--- src/rtl/kbr_pkg.sv ---
// ----------------------------------------------------------------------------
// kbr_pkg
// Shared types, constants and the key translation function of the keyboard
// buffer with typematic repeat.
// ----------------------------------------------------------------------------
package kbr_pkg;

   localparam int QUEUE_DEPTH = 64;
   localparam int PTR_W       = $clog2(QUEUE_DEPTH);
   localparam int CNT_W       = $clog2(QUEUE_DEPTH + 1);

   localparam logic [2:0] FUNC_KEY_DOWN = 3'd0;
   localparam logic [2:0] FUNC_KEY_UP   = 3'd1;
   localparam logic [2:0] FUNC_TICK     = 3'd2;
   localparam logic [2:0] FUNC_GET_KEY  = 3'd3;
   localparam logic [2:0] FUNC_CHECK    = 3'd4;

   localparam logic CSR_REPEAT_DELAY    = 1'b0;
   localparam logic CSR_REPEAT_INTERVAL = 1'b1;

   localparam logic [15:0] REPEAT_DELAY_RESET    = 16'd400;
   localparam logic [15:0] REPEAT_INTERVAL_RESET = 16'd50;

   typedef struct packed {
      logic [2:0]  func;
      logic [30:0] key_sym;
      logic        shift_down;
      logic        ctrl_down;
      logic        alt_down;
      logic        is_repeat;
   } req_type;

   typedef struct packed {
      logic [15:0] key_word;
      logic        no_key;
   } rsp_type;

   typedef struct packed {
      logic        valid;
      logic [15:0] word;
   } push_type;

   typedef struct packed {
      logic        empty;
      logic [15:0] head;
   } fifo_status_type;

   function automatic logic [7:0] letter_scan(logic [4:0] idx);
      case (idx)
         5'd0:  return 8'h1E;
         5'd1:  return 8'h30;
         5'd2:  return 8'h2E;
         5'd3:  return 8'h20;
         5'd4:  return 8'h12;
         5'd5:  return 8'h21;
         5'd6:  return 8'h22;
         5'd7:  return 8'h23;
         5'd8:  return 8'h17;
         5'd9:  return 8'h24;
         5'd10: return 8'h25;
         5'd11: return 8'h26;
         5'd12: return 8'h32;
         5'd13: return 8'h31;
         5'd14: return 8'h18;
         5'd15: return 8'h19;
         5'd16: return 8'h10;
         5'd17: return 8'h13;
         5'd18: return 8'h1F;
         5'd19: return 8'h14;
         5'd20: return 8'h16;
         5'd21: return 8'h2F;
         5'd22: return 8'h11;
         5'd23: return 8'h2D;
         5'd24: return 8'h15;
         5'd25: return 8'h2C;
         default: return 8'h00;
      endcase
   endfunction

   function automatic logic [7:0] digit_shifted(logic [3:0] d);
      case (d)
         4'd0: return 8'h29;
         4'd1: return 8'h21;
         4'd2: return 8'h40;
         4'd3: return 8'h23;
         4'd4: return 8'h24;
         4'd5: return 8'h25;
         4'd6: return 8'h5E;
         4'd7: return 8'h26;
         4'd8: return 8'h2A;
         4'd9: return 8'h28;
         default: return 8'h00;
      endcase
   endfunction

   function automatic logic [15:0] punct_word(logic [7:0] c, logic sh);
      case (c)
         8'h20: return 16'h3920;
         8'h2D: return {8'h0C, sh ? 8'h5F : 8'h2D};
         8'h3D: return {8'h0D, sh ? 8'h2B : 8'h3D};
         8'h5B: return {8'h1A, sh ? 8'h7B : 8'h5B};
         8'h5D: return {8'h1B, sh ? 8'h7D : 8'h5D};
         8'h5C: return {8'h2B, sh ? 8'h7C : 8'h5C};
         8'h3B: return {8'h27, sh ? 8'h3A : 8'h3B};
         8'h27: return {8'h28, sh ? 8'h22 : 8'h27};
         8'h60: return {8'h29, sh ? 8'h7E : 8'h60};
         8'h2C: return {8'h33, sh ? 8'h3C : 8'h2C};
         8'h2E: return {8'h34, sh ? 8'h3E : 8'h2E};
         8'h2F: return {8'h35, sh ? 8'h3F : 8'h2F};
         default: return 16'h0000;
      endcase
   endfunction

   // Host keycode plus modifiers to a scan code (high byte) and ASCII (low byte).
   function automatic logic [15:0] translate(logic [30:0] sym, logic sh, logic ct,
                                             logic al);
      logic        plain;
      logic        ext;
      logic        letter;
      logic        digit;
      logic [7:0]  c;
      logic [7:0]  idx;
      logic [3:0]  d;
      logic [15:0] w;
      plain  = (sym[30:8] == 23'd0);
      ext    = (sym[30:8] == 23'h40_0000);
      c      = sym[7:0];
      letter = plain && (c >= 8'h61) && (c <= 8'h7A);
      digit  = plain && (c >= 8'h30) && (c <= 8'h39);
      idx    = c - 8'h61;
      d      = 4'(c - 8'h30);
      w      = 16'h0000;
      if (plain && (c >= 8'h20) && (c <= 8'h7A) && !ct && !al) begin
         if (letter) begin
            w = {letter_scan(idx[4:0]), sh ? (c - 8'h20) : c};
         end else if (digit) begin
            w = {(d == 4'd0) ? 8'h0B : (8'h01 + {4'd0, d}), sh ? digit_shifted(d) : c};
         end else begin
            w = punct_word(c, sh);
         end
      end
      if (w == 16'h0000) begin
         if (plain) begin
            case (c)
               8'd13:   w = 16'h1C0D;
               8'd27:   w = 16'h011B;
               8'd8:    w = 16'h0E08;
               8'd9:    w = 16'h0F09;
               8'd127:  w = ct ? 16'h9300 : 16'h5300;
               default: w = 16'h0000;
            endcase
         end else if (ext) begin
            case (c)
               8'd73:   w = 16'h5200;
               8'd74:   w = ct ? 16'h7700 : 16'h4700;
               8'd77:   w = ct ? 16'h7500 : 16'h4F00;
               8'd75:   w = al ? 16'h9900 : 16'h4900;
               8'd78:   w = al ? 16'hA100 : 16'h5100;
               8'd82:   w = ct ? 16'h8D00 : (al ? 16'h9800 : 16'h4800);
               8'd81:   w = ct ? 16'h9100 : (al ? 16'hA000 : 16'h5000);
               8'd80:   w = ct ? 16'h7300 : (al ? 16'h9B00 : 16'h4B00);
               8'd79:   w = ct ? 16'h7400 : (al ? 16'h9D00 : 16'h4D00);
               8'd58:   w = 16'h3B00;
               8'd59:   w = 16'h3C00;
               8'd60:   w = 16'h3D00;
               8'd61:   w = 16'h3E00;
               8'd62:   w = 16'h3F00;
               8'd63:   w = 16'h4000;
               8'd64:   w = 16'h4100;
               8'd65:   w = 16'h4200;
               8'd66:   w = 16'h4300;
               8'd67:   w = 16'h4400;
               8'd68:   w = 16'h8500;
               8'd69:   w = 16'h8600;
               default: w = 16'h0000;
            endcase
         end
      end
      if (w == 16'h0000) begin
         if (ct && letter) begin
            w = {letter_scan(idx[4:0]), idx + 8'h01};
         end else if (al && letter) begin
            w = {letter_scan(idx[4:0]), 8'h00};
         end else if (al && plain && (c == 8'h60)) begin
            w = 16'h2900;
         end
      end
      return w;
   endfunction

endpackage

--- src/rtl/kbr_fifo.sv ---
// ----------------------------------------------------------------------------
// kbr_fifo
// Key word queue: a memory with wrap-around pointers and a fill count. The
// word at the read pointer is kept in a registered head, so a pop delivers
// it at once. Pushes into a full queue are dropped.
// ----------------------------------------------------------------------------
module kbr_fifo
   import kbr_pkg::*;
(
   input  logic            clock,
   input  logic            reset,
   input  push_type        push,
   input  logic            pop,
   output fifo_status_type status
);

   logic [15:0]      fifo_mem_ff [QUEUE_DEPTH];
   logic [PTR_W-1:0] wr_ptr_ff, wr_ptr_in;
   logic [PTR_W-1:0] rd_ptr_ff, rd_ptr_in;
   logic [CNT_W-1:0] count_ff, count_in;
   logic [15:0]      head_ff;
   logic             do_push;

   assign do_push = push.valid && (count_ff != CNT_W'(QUEUE_DEPTH));

   always_comb begin
      wr_ptr_in = wr_ptr_ff;
      rd_ptr_in = rd_ptr_ff;
      count_in  = count_ff;
      if (do_push) begin
         wr_ptr_in = (wr_ptr_ff == PTR_W'(QUEUE_DEPTH - 1)) ? '0 : wr_ptr_ff + 1'b1;
         count_in  = count_ff + 1'b1;
      end else if (pop) begin
         rd_ptr_in = (rd_ptr_ff == PTR_W'(QUEUE_DEPTH - 1)) ? '0 : rd_ptr_ff + 1'b1;
         count_in  = count_ff - 1'b1;
      end
   end

   always_ff @(posedge clock) begin
      if (reset) begin
         wr_ptr_ff <= '0;
         rd_ptr_ff <= '0;
         count_ff  <= '0;
      end else begin
         wr_ptr_ff <= wr_ptr_in;
         rd_ptr_ff <= rd_ptr_in;
         count_ff  <= count_in;
      end
   end

   always_ff @(posedge clock) begin
      if (do_push) begin
         fifo_mem_ff[wr_ptr_ff] <= push.word;
      end
   end

   // A word written where the next head is read bypasses the memory.
   always_ff @(posedge clock) begin
      if (do_push && (wr_ptr_ff == rd_ptr_in)) begin
         head_ff <= push.word;
      end else begin
         head_ff <= fifo_mem_ff[rd_ptr_in];
      end
   end

   assign status.empty = (count_ff == '0);
   assign status.head  = head_ff;

endmodule

--- src/rtl/kbr_typematic.sv ---
// ----------------------------------------------------------------------------
// kbr_typematic
// Key translation, held key tracking and typematic repeat countdown, with the
// repeat delay and interval registers. Produces at most one push per item.
// ----------------------------------------------------------------------------
module kbr_typematic
   import kbr_pkg::*;
(
   input  logic        clock,
   input  logic        reset,
   input  logic        step,
   input  req_type     item,
   input  logic        csr_we,
   input  logic        csr_index,
   input  logic [15:0] csr_wdata,
   output push_type    push
);

   logic [30:0] held_sym_ff, held_sym_in;
   logic [15:0] held_word_ff, held_word_in;
   logic [15:0] countdown_ff, countdown_in;
   logic [15:0] delay_ff;
   logic [15:0] interval_ff;
   logic [15:0] word;

   assign word = translate(item.key_sym, item.shift_down, item.ctrl_down, item.alt_down);

   always_comb begin
      held_sym_in  = held_sym_ff;
      held_word_in = held_word_ff;
      countdown_in = countdown_ff;
      push.valid   = 1'b0;
      push.word    = word;
      if (step) begin
         case (item.func)
            FUNC_KEY_DOWN: begin
               if (!item.is_repeat && (word != 16'h0000)) begin
                  push.valid   = 1'b1;
                  held_sym_in  = item.key_sym;
                  held_word_in = word;
                  countdown_in = delay_ff;
               end
            end
            FUNC_KEY_UP: begin
               if (item.key_sym == held_sym_ff) begin
                  held_sym_in  = '0;
                  held_word_in = '0;
               end
            end
            FUNC_TICK: begin
               if (held_word_ff != 16'h0000) begin
                  if (countdown_ff <= 16'd1) begin
                     push.valid   = 1'b1;
                     push.word    = held_word_ff;
                     countdown_in = interval_ff;
                  end else begin
                     countdown_in = countdown_ff - 16'd1;
                  end
               end
            end
            default: begin
            end
         endcase
      end
   end

   always_ff @(posedge clock) begin
      if (reset) begin
         held_sym_ff  <= '0;
         held_word_ff <= '0;
         countdown_ff <= '0;
         delay_ff     <= REPEAT_DELAY_RESET;
         interval_ff  <= REPEAT_INTERVAL_RESET;
      end else begin
         held_sym_ff  <= held_sym_in;
         held_word_ff <= held_word_in;
         countdown_ff <= countdown_in;
         if (csr_we && (csr_index == CSR_REPEAT_DELAY)) begin
            delay_ff <= csr_wdata;
         end
         if (csr_we && (csr_index == CSR_REPEAT_INTERVAL)) begin
            interval_ff <= csr_wdata;
         end
      end
   end

endmodule

--- src/rtl/keyboard_buffer_with_repeat_unit.sv ---
// ----------------------------------------------------------------------------
// keyboard_buffer_with_repeat_unit
// Keyboard event buffer with typematic repeat and a 64-word key queue.
// ----------------------------------------------------------------------------
// An event is taken into an input register and handled from there in a single
// pass through the translation, repeat and queue logic, so the block takes one
// event per cycle unless a get key or check waits on an unready response; get
// key and check give one word each through an output register, other events
// give none. The rate rests on that pass and on the registered queue head,
// so a pop delivers at once. The queue memory needs no clearing after reset.
module keyboard_buffer_with_repeat_unit
   import kbr_pkg::*;
(
   input  logic        clock,
   input  logic        reset,
   input  logic        req_valid,
   output logic        req_ready,
   input  req_type     req_data,
   output logic        rsp_valid,
   input  logic        rsp_ready,
   output rsp_type     rsp_data,
   input  logic        csr_we,
   input  logic        csr_index,
   input  logic [15:0] csr_wdata
);

   req_type         in_ff;
   logic            in_valid_ff, in_valid_in;
   rsp_type         rsp_ff, rsp_in;
   logic            rsp_valid_ff, rsp_valid_in;
   logic            has_rsp;
   logic            step;
   logic            pop;
   push_type        push;
   fifo_status_type fifo_status;

   assign has_rsp   = (in_ff.func == FUNC_GET_KEY) || (in_ff.func == FUNC_CHECK);
   assign step      = in_valid_ff && (!has_rsp || !rsp_valid_ff || rsp_ready);
   assign req_ready = !in_valid_ff || step;
   assign pop       = step && (in_ff.func == FUNC_GET_KEY) && !fifo_status.empty;

   kbr_typematic u_typematic (
      .clock     (clock),
      .reset     (reset),
      .step      (step),
      .item      (in_ff),
      .csr_we    (csr_we),
      .csr_index (csr_index),
      .csr_wdata (csr_wdata),
      .push      (push)
   );

   kbr_fifo u_fifo (
      .clock  (clock),
      .reset  (reset),
      .push   (push),
      .pop    (pop),
      .status (fifo_status)
   );

   always_comb begin
      in_valid_in     = in_valid_ff;
      rsp_valid_in    = rsp_valid_ff;
      rsp_in          = rsp_ff;
      if (rsp_ready) begin
         rsp_valid_in = 1'b0;
      end
      if (step) begin
         in_valid_in = 1'b0;
      end
      if (req_valid && req_ready) begin
         in_valid_in = 1'b1;
      end
      if (step && has_rsp) begin
         rsp_valid_in    = 1'b1;
         rsp_in.no_key   = fifo_status.empty;
         rsp_in.key_word = pop ? fifo_status.head : 16'h0000;
      end
   end

   always_ff @(posedge clock) begin
      if (reset) begin
         in_valid_ff  <= 1'b0;
         rsp_valid_ff <= 1'b0;
      end else begin
         in_valid_ff  <= in_valid_in;
         rsp_valid_ff <= rsp_valid_in;
      end
   end

   always_ff @(posedge clock) begin
      if (req_valid && req_ready) begin
         in_ff <= req_data;
      end
      rsp_ff <= rsp_in;
   end

   assign rsp_valid = rsp_valid_ff;
   assign rsp_data  = rsp_ff;

endmodule
--- config.mk ---
export PLATFORM = sky130hd
export DESIGN_NAME = keyboard_buffer_with_repeat_unit
export DESIGN_NICKNAME = d
export VERILOG_FILES = /design/src/rtl/kbr_pkg.sv /design/src/rtl/kbr_fifo.sv /design/src/rtl/kbr_typematic.sv /design/src/rtl/keyboard_buffer_with_repeat_unit.sv
export SDC_FILE = /design/constraint.sdc
export NUM_CORES = 1
export LEC_CHECK = 0
export ABC_AREA = 0
export BUFFER_PORTS_ARGS = -buffer_cell sky130_fd_sc_hd__buf_2
export CORE_UTILIZATION = 65
export CTS_BUF_LIST = sky130_fd_sc_hd__clkbuf_4 sky130_fd_sc_hd__clkbuf_8
export DETAILED_ROUTE_END_ITERATION = 8
export PLACE_DENSITY = 0.81
export SLEW_MARGIN = 20
export SYNTH_ARGS = -nofsm -noshare
export SYNTH_HDL_FRONTEND = slang
export SYNTH_SLANG_ARGS = --single-unit
--- constraint.sdc ---
create_clock -name clock -period 15.2 [get_ports clock]
set_input_delay 1.52 -clock clock [delete_from_list [all_inputs] [get_ports clock]]
set_output_delay 1.52 -clock clock [all_outputs]
set_load 0.05 [all_outputs]
==> results of run 1 <==
layer usage:
| metal | up-vias | track usage | routed length, um |
|---|---|---|---|
| met2 | 2459 | 0.554 | 66100 |
| met4 | 14 | 0.150 | 6250 |
| met1 | 15429 | 0.510 | 51400 |
| met5 | - | 0 | 88 |
| li1 | 12351 | - | - |
| met3 | 415 | 0.0853 | 17200 |
registers in the layout, indices dropped and copies added (netlist names), named ones only:
| signal | count |
|---|---|
| u_typematic.countdown_ff | 16 |
| u_fifo.count_ff | 7 |
| in_valid_ff | 1 |
| in_ff | 38 |
| u_typematic.delay_ff | 16 |
| rsp_valid | 1 |
| u_typematic.held_word_ff | 16 |
| u_fifo.wr_ptr_ff | 6 |
| u_typematic.held_sym_ff | 31 |
| rsp_data | 17 |
| u_typematic.interval_ff | 16 |
| u_fifo.fifo_mem_ff | 1024 |
| u_fifo.rd_ptr_ff | 6 |
through the flow:
stage                     instance area, sq um  instances
after floorplan                          50800       2941
after global placement                   52800       3985
after detailed placement                 52800       3985
after CTS                                56400       4305
after global routing                     56400       4306
final                                    56400       4307
kinds of logic after synthesis:
| logic type | synth area share |
|---|---|
| mux | 0.153 |
| xor+xnor | 0.0114 |
| simple gates | 0.0687 |
| compound gates | 0.0543 |
| buf+inv | 0.0177 |
| fa+ha+maj | 0.00557 |
| flops | 0.689 |
layout by cell type (no fill, tap or decap), types with 14 or more instances in the layout:
cell type	n
edfxtp_1	1079
mux4_2	336
clkbuf_8	182
nor2_1	177
nand2_1	139
dfxtp_1	125
buf_4	112
a21oi_1	95
buf_2	78
clkbuf_4	63
o21ai_0	53
and2_1	48
nand3_1	43
xnor2_1	41
nor3_1	41
a211oi_1	37
nor4_1	32
clkinv_1	32
inv_1	25
nand4_1	24
or3_1	22
xor2_1	22
clkinv_2	22
nor2b_1	21
a31oi_1	21
ha_1	21
mux2i_1	15
a22o_1	15
nand3b_1	14
nand2b_1	14
o2bb2ai_1	14
worst max-delay path, delay by kind of cell (launching register included):
family | cells | cell delay, ns
AND/OR/NAND/NOR | 7 | 2.17
buffers and inverters | 2 | 0.69
adder cells (fa/ha/maj) | 2 | 0.75
flip-flops | 1 | 0.71
AO/OA/AOI/OAI | 9 | 3.06
power by group through the flow:
| stage | registers, mW | clock network (mW) | logic [mW] |
|---|---|---|---|
| after global routing | 3.58 | 2.81 | 0.153 |
| after floorplan | 3.65 | 0 | 0.0920 |
| after CTS | 3.59 | 2.68 | 0.140 |
| after global placement | 3.66 | 0 | 0.139 |
| final | 3.59 | 2.66 | 0.145 |
| after detailed placement | 3.66 | 0 | 0.140 |
cell type report:
class | count | area share
Tap cell | 1040 | 0.0231
Inverter | 29 | 0.00193
Timing Repair Buffer | 192 | 0.0225
Clock buffer | 245 | 0.0528
Sequential cell | 1208 | 0.620
Multi-Input combinational cell | 1516 | 0.268
Antenna cell | 2 | 0.0000887
Clock inverter | 75 | 0.0111
worst max-delay path by stage:
| stage | cells after the start | end |
|---|---|---|
| after floorplan | 16 | u_fifo.fifo_mem_ff[0][8] |
| after global placement | 15 | u_fifo.fifo_mem_ff[26][11] |
| after detailed placement | 18 | u_fifo.fifo_mem_ff[18][7] |
| after CTS | 18 | u_fifo.fifo_mem_ff[18][13] |
| after global routing | 20 | u_fifo.count_ff[6] |
| final | 20 | u_fifo.count_ff[6] |
==> impl_metrics.tcl, run 1 <==
set metrics [dict create \
    r2r_cells 20 \
    grt_usage 0.363 \
    synth_top_area_cell "edfxtp_1" \
    overflow 0 \
    pwr-share-comb 0.023 \
    num_rows 102 \
    cts_tree "done" \
    vias 30668 \
    finalCriticalPeriod_ns 7.50 \
    hold_path.class "flop to flop" \
    die_w_um 281 \
    grt_max_degree 160 \
    cts.repair.resized 0 \
    viasPerCell 7.12 \
    syn-mean-instance-area_sq_um 17.3 \
    worst_hold_path.endpoint "u_typematic.interval_ff[6]" \
    r2r_end "u_fifo.count_ff[6]" \
    drive_gt1_frac 0.274 \
    setup_tns_ns 0 \
    wire_per_inst_um 32.7 \
    cap_viol_max_count 0 \
    holdPathStages 2 \
    status "complete, no violations" \
    ctsLongestPathBuffers 3 \
    critical_path.cell_chain "inv_1 -> ha_1 -> or4b_1 -> o21ai_2 -> or2_1 -> o21ai_1 -> a222oi_1 -> nand4_1 -> or4_1 -> nor2_1 -> a31o_1 -> inv_2 -> fa_1 -> nor2b_1 -> o21ai_0 -> nand2b_1 -> a21o_1 -> a21o_1 -> a21oi_1 -> a311o_1" \
    crit_arrival_ns 8.23 \
    startpoint_type "flop" \
    synthesis.yosys.warnings 0 \
    internal-power_mw 5.02 \
    worst_pin_slew_ns 1.14 \
    r2r_setup_slack_ns 7.70 \
    io_buffers 78 \
    final.period_utilization 0.494 \
    relSlewSlack 0.243 \
    post-route-drc-count 0 \
    synthTopCellsByArea "edfxtp_1 (64%), mux4_2 (15%), dfxtp_1 (5.1%)" \
    drtIter0Drc 4859 \
    vdd_drop_max_v 0.0000852 \
    ys_seq_elements 1208 \
    ys_seq_area_frac 0.689 \
    p_sw_frac 0.214 \
    clk_pin_slew_ns 0.07 \
    dr.pass1.iters 9 \
    min_from "u_typematic.interval_ff[6]" \
    die_h_um 281 \
    io_pins 79 \
    cts_htree_levels 4 \
    nets 3207 \
    grt_pass1_vias 29743 \
    cts.sinks 1208 \
    n_fill_cell 4412 \
    crit_slowest_cell "a222oi_1" \
    start_util 0.657 \
    grt_first_pass_wirelength_um 203000 \
    die_area_sq_um 79200 \
    cts_setup_buffers 0 \
    yosysTopAreaCellShare 0.638 \
    synth_common_cells "edfxtp_1 (1079), mux4_2 (336), nor2_1 (185)" \
    clkPwrFrac 0.417 \
    crit_type "flop to flop" \
    core-area_sq_um 77300 \
    p_switching_mw 1.37 \
    hold_viol_final 0 \
    drt_wl_total_um 141000 \
    holdWs_ns 0.459 \
    clockRootBuffer "clkbuf_8" \
    setup-violations-final 0 \
    synth_area_sq_um 50800 \
    multi_input_area_sq_um 15100 \
    regArea_sq_um 35000 \
    syn_inst 2941 \
    area_growth_syn_to_layout_pct 11.1 \
    grt_setup_unrepaired "no" \
    final_util 0.729 \
    p_leak_nw 18.0 \
    fin_ws_ns 7.70 \
    synth_nets 3023 \
    gp_congestion 0.967 \
    synthFlopType "edfxtp_1" \
    p_seq_frac 0.561 \
    reg2reg_from "in_ff[5]" \
    skew_ns 0.0565 \
    synth_edf_count 1079 \
    final_max_slew_viol_count 0 \
    power_mw 6.40 \
    post-place-ws_ns 7.84 \
    endpoint_kind "flop" \
    yosysMostFrequentCell "edfxtp_1" \
    cpMostUsedCell "a21o_1" \
    max_freq_mhz 133 \
    max_stage_delay_ns 0.87 \
    antenna_left 0 \
    antenna_found_initial 12 \
    cts-hold-fix-buffers 0 \
    clk_latency_ns 0.86 \
    cts_buffers 178 \
    path_max_fanout 21 \
    power_density_nw_per_um2 113 \
    critPathLaunch "in_ff[5]" \
    synthArstFlopShare 0 \
    dp_hpwl_um 87300 \
    required_ns 15.93 \
    synthDistinctLibCells 99 \
]
No activity file was read; power rests on OpenSTA's default activity.
==> inputs of run 2 (changes only) <==
- clock period: 15.2 -> 7.8 ns (I/O delays scaled with it)
==> impl_metrics.tcl, run 2 (synthesis gave the netlist of run 1 again) <==
set metrics [dict create \
    finalNonFillerCells 4330 \
    layout_commonest_cell "edfxtp_1" \
    power_density_nw_per_um2 219 \
    cts.repair.resized 0 \
    regMostFlops "u_fifo.fifo_mem_ff" \
    post-route-drc-count 0 \
    wire_per_inst_um 31.5 \
    ctsLongestPathBuffers 3 \
    endpoint_kind "flop" \
    setup_tns_ns 0 \
    clk_pin_slew_ns 0.06 \
    skew_ns 0.0402 \
    required_ns 8.34 \
    crit_type "flop to flop" \
    core-area_sq_um 77300 \
    p_leak_nw 18.6 \
    path_max_fanout 21 \
    cts_tree "done" \
    area_growth_syn_to_layout_pct 11.5 \
    grt_max_degree 109 \
    clockRootBuffer "clkbuf_8" \
    crit_arrival_ns 7.29 \
    cap_viol_max_count 0 \
    r2r_setup_slack_ns 1.05 \
    nets 3225 \
    clk_latency_ns 0.87 \
    final_util 0.732 \
    overflow 0 \
    viasPerCell 6.95 \
    setup-violations-final 0 \
    place_area_sq_um 52900 \
    drt_wl_total_um 137000 \
    antenna_left 0 \
    worst_pin_slew_ns 1.24 \
    die_w_um 281 \
    finalCriticalPeriod_ns 6.75 \
    final_cell_mix "edfxtp_1 (1079), mux4_2 (336), clkbuf_8 (191)" \
    vias 30095 \
    antenna_found_initial 11 \
    hold_path.class "input port to flop" \
    io_buffers 78 \
    vdd_drop_max_v 0.000180 \
    max_freq_mhz 148 \
    n_fill_cell 4407 \
    cts_htree_levels 4 \
    die_h_um 281 \
    status "complete, no violations" \
    cts_buffers 180 \
    cts_setup_buffers 0 \
    final.period_utilization 0.866 \
    grt_setup_unrepaired "no" \
    cts.sinks 1208 \
    dp_hpwl_um 87300 \
    die_area_sq_um 79200 \
    final_max_slew_viol_count 0 \
    num_rows 102 \
    start_util 0.657 \
    io_pins 79 \
    largest_reg_flops 1024 \
    holdWs_ns 0.111 \
    drive_gt1_frac 0.273 \
    grt_first_pass_wirelength_um 198000 \
    top_regs "u_fifo.fifo_mem_ff: 1024 flops, in_ff: 38 flops, u_typematic.held_sym_ff: 31 flops" \
    startpoint_type "flop" \
    grt_pass1_vias 29082 \
    hold_viol_final 0 \
    grt_usage 0.352 \
    dr.pass1.iters 7 \
    cts-hold-fix-buffers 0 \
    drtIter0Drc 4285 \
    final_area_sq_um 56600 \
    placed_cells 4000 \
    relSlewSlack 0.167 \
    gp_congestion 0.972 \
]
## run 2: cell type report
class / count / area [sq um] / area share
multi-input cells: 1516 / 15100 / 0.267
clock inverters: 69 / 499 / 0.00882
repair buffers: 208 / 1460 / 0.0258
inverters: 29 / 109 / 0.00192
flip-flops and latches: 1208 / 35000 / 0.618
well taps: 1040 / 1300 / 0.0230
diodes: 4 / 10.0 / 0.000177
clock buffers: 256 / 3120 / 0.0551
## run 2: worst max-delay path, stage by stage, from the launching register on
cell	delay [ns]
edfxtp_1	0.35
buf_4	0.22
inv_1	0.17
ha_1	0.48
or4b_1	0.61
o21ai_2	0.56
nor2_1	0.21
o311a_1	0.49
a2bb2oi_1	0.18
nand4b_1	0.18
or4_1	0.58
a211o_1	0.38
a31o_1	0.35
buf_4	0.23
inv_2	0.08
buf_4	0.28
nand4_1	0.50
nor2_1	0.27
buf_4	0.30
## run 2: worst paths after layout
kind / from / end / depth (start not counted)
max: in_ff[5] / u_fifo.fifo_mem_ff[58][9] / 18
min: req_data[8] / in_ff[8] / 1
max reg2reg: in_ff[5] / u_fifo.fifo_mem_ff[58][9] / 18
min reg2reg: u_typematic.interval_ff[0] / u_typematic.interval_ff[0] / 2
## run 2: where the power goes
| group | leakage, nW | total, mW | internal [mW] | switching [mW] |
|---|---|---|---|---|
| logic | 5.19 | 0.279 | 0.0876 | 0.191 |
| registers | 11.4 | 6.99 | 6.97 | 0.0232 |
| clock network | 1.92 | 5.12 | 2.67 | 2.45 |
## run 2: through the flow
stage,power [mW],setup WS [ns]
floorplan,7.30,0.907
global placement,7.40,1.38
detailed placement,7.40,1.21
CTS,12.4,1.18
global route,12.7,0.648
finish,12.4,1.05
## run 2: metal layers
metal  part of all wire  vias to the layer above  track usage
met1               0.37                    15131        0.490
met3               0.11                      357       0.0891
met4              0.040                       10        0.140
li1                   -                    12390            -
met5            0.00059                        -            0
met2               0.48                     2207        0.541
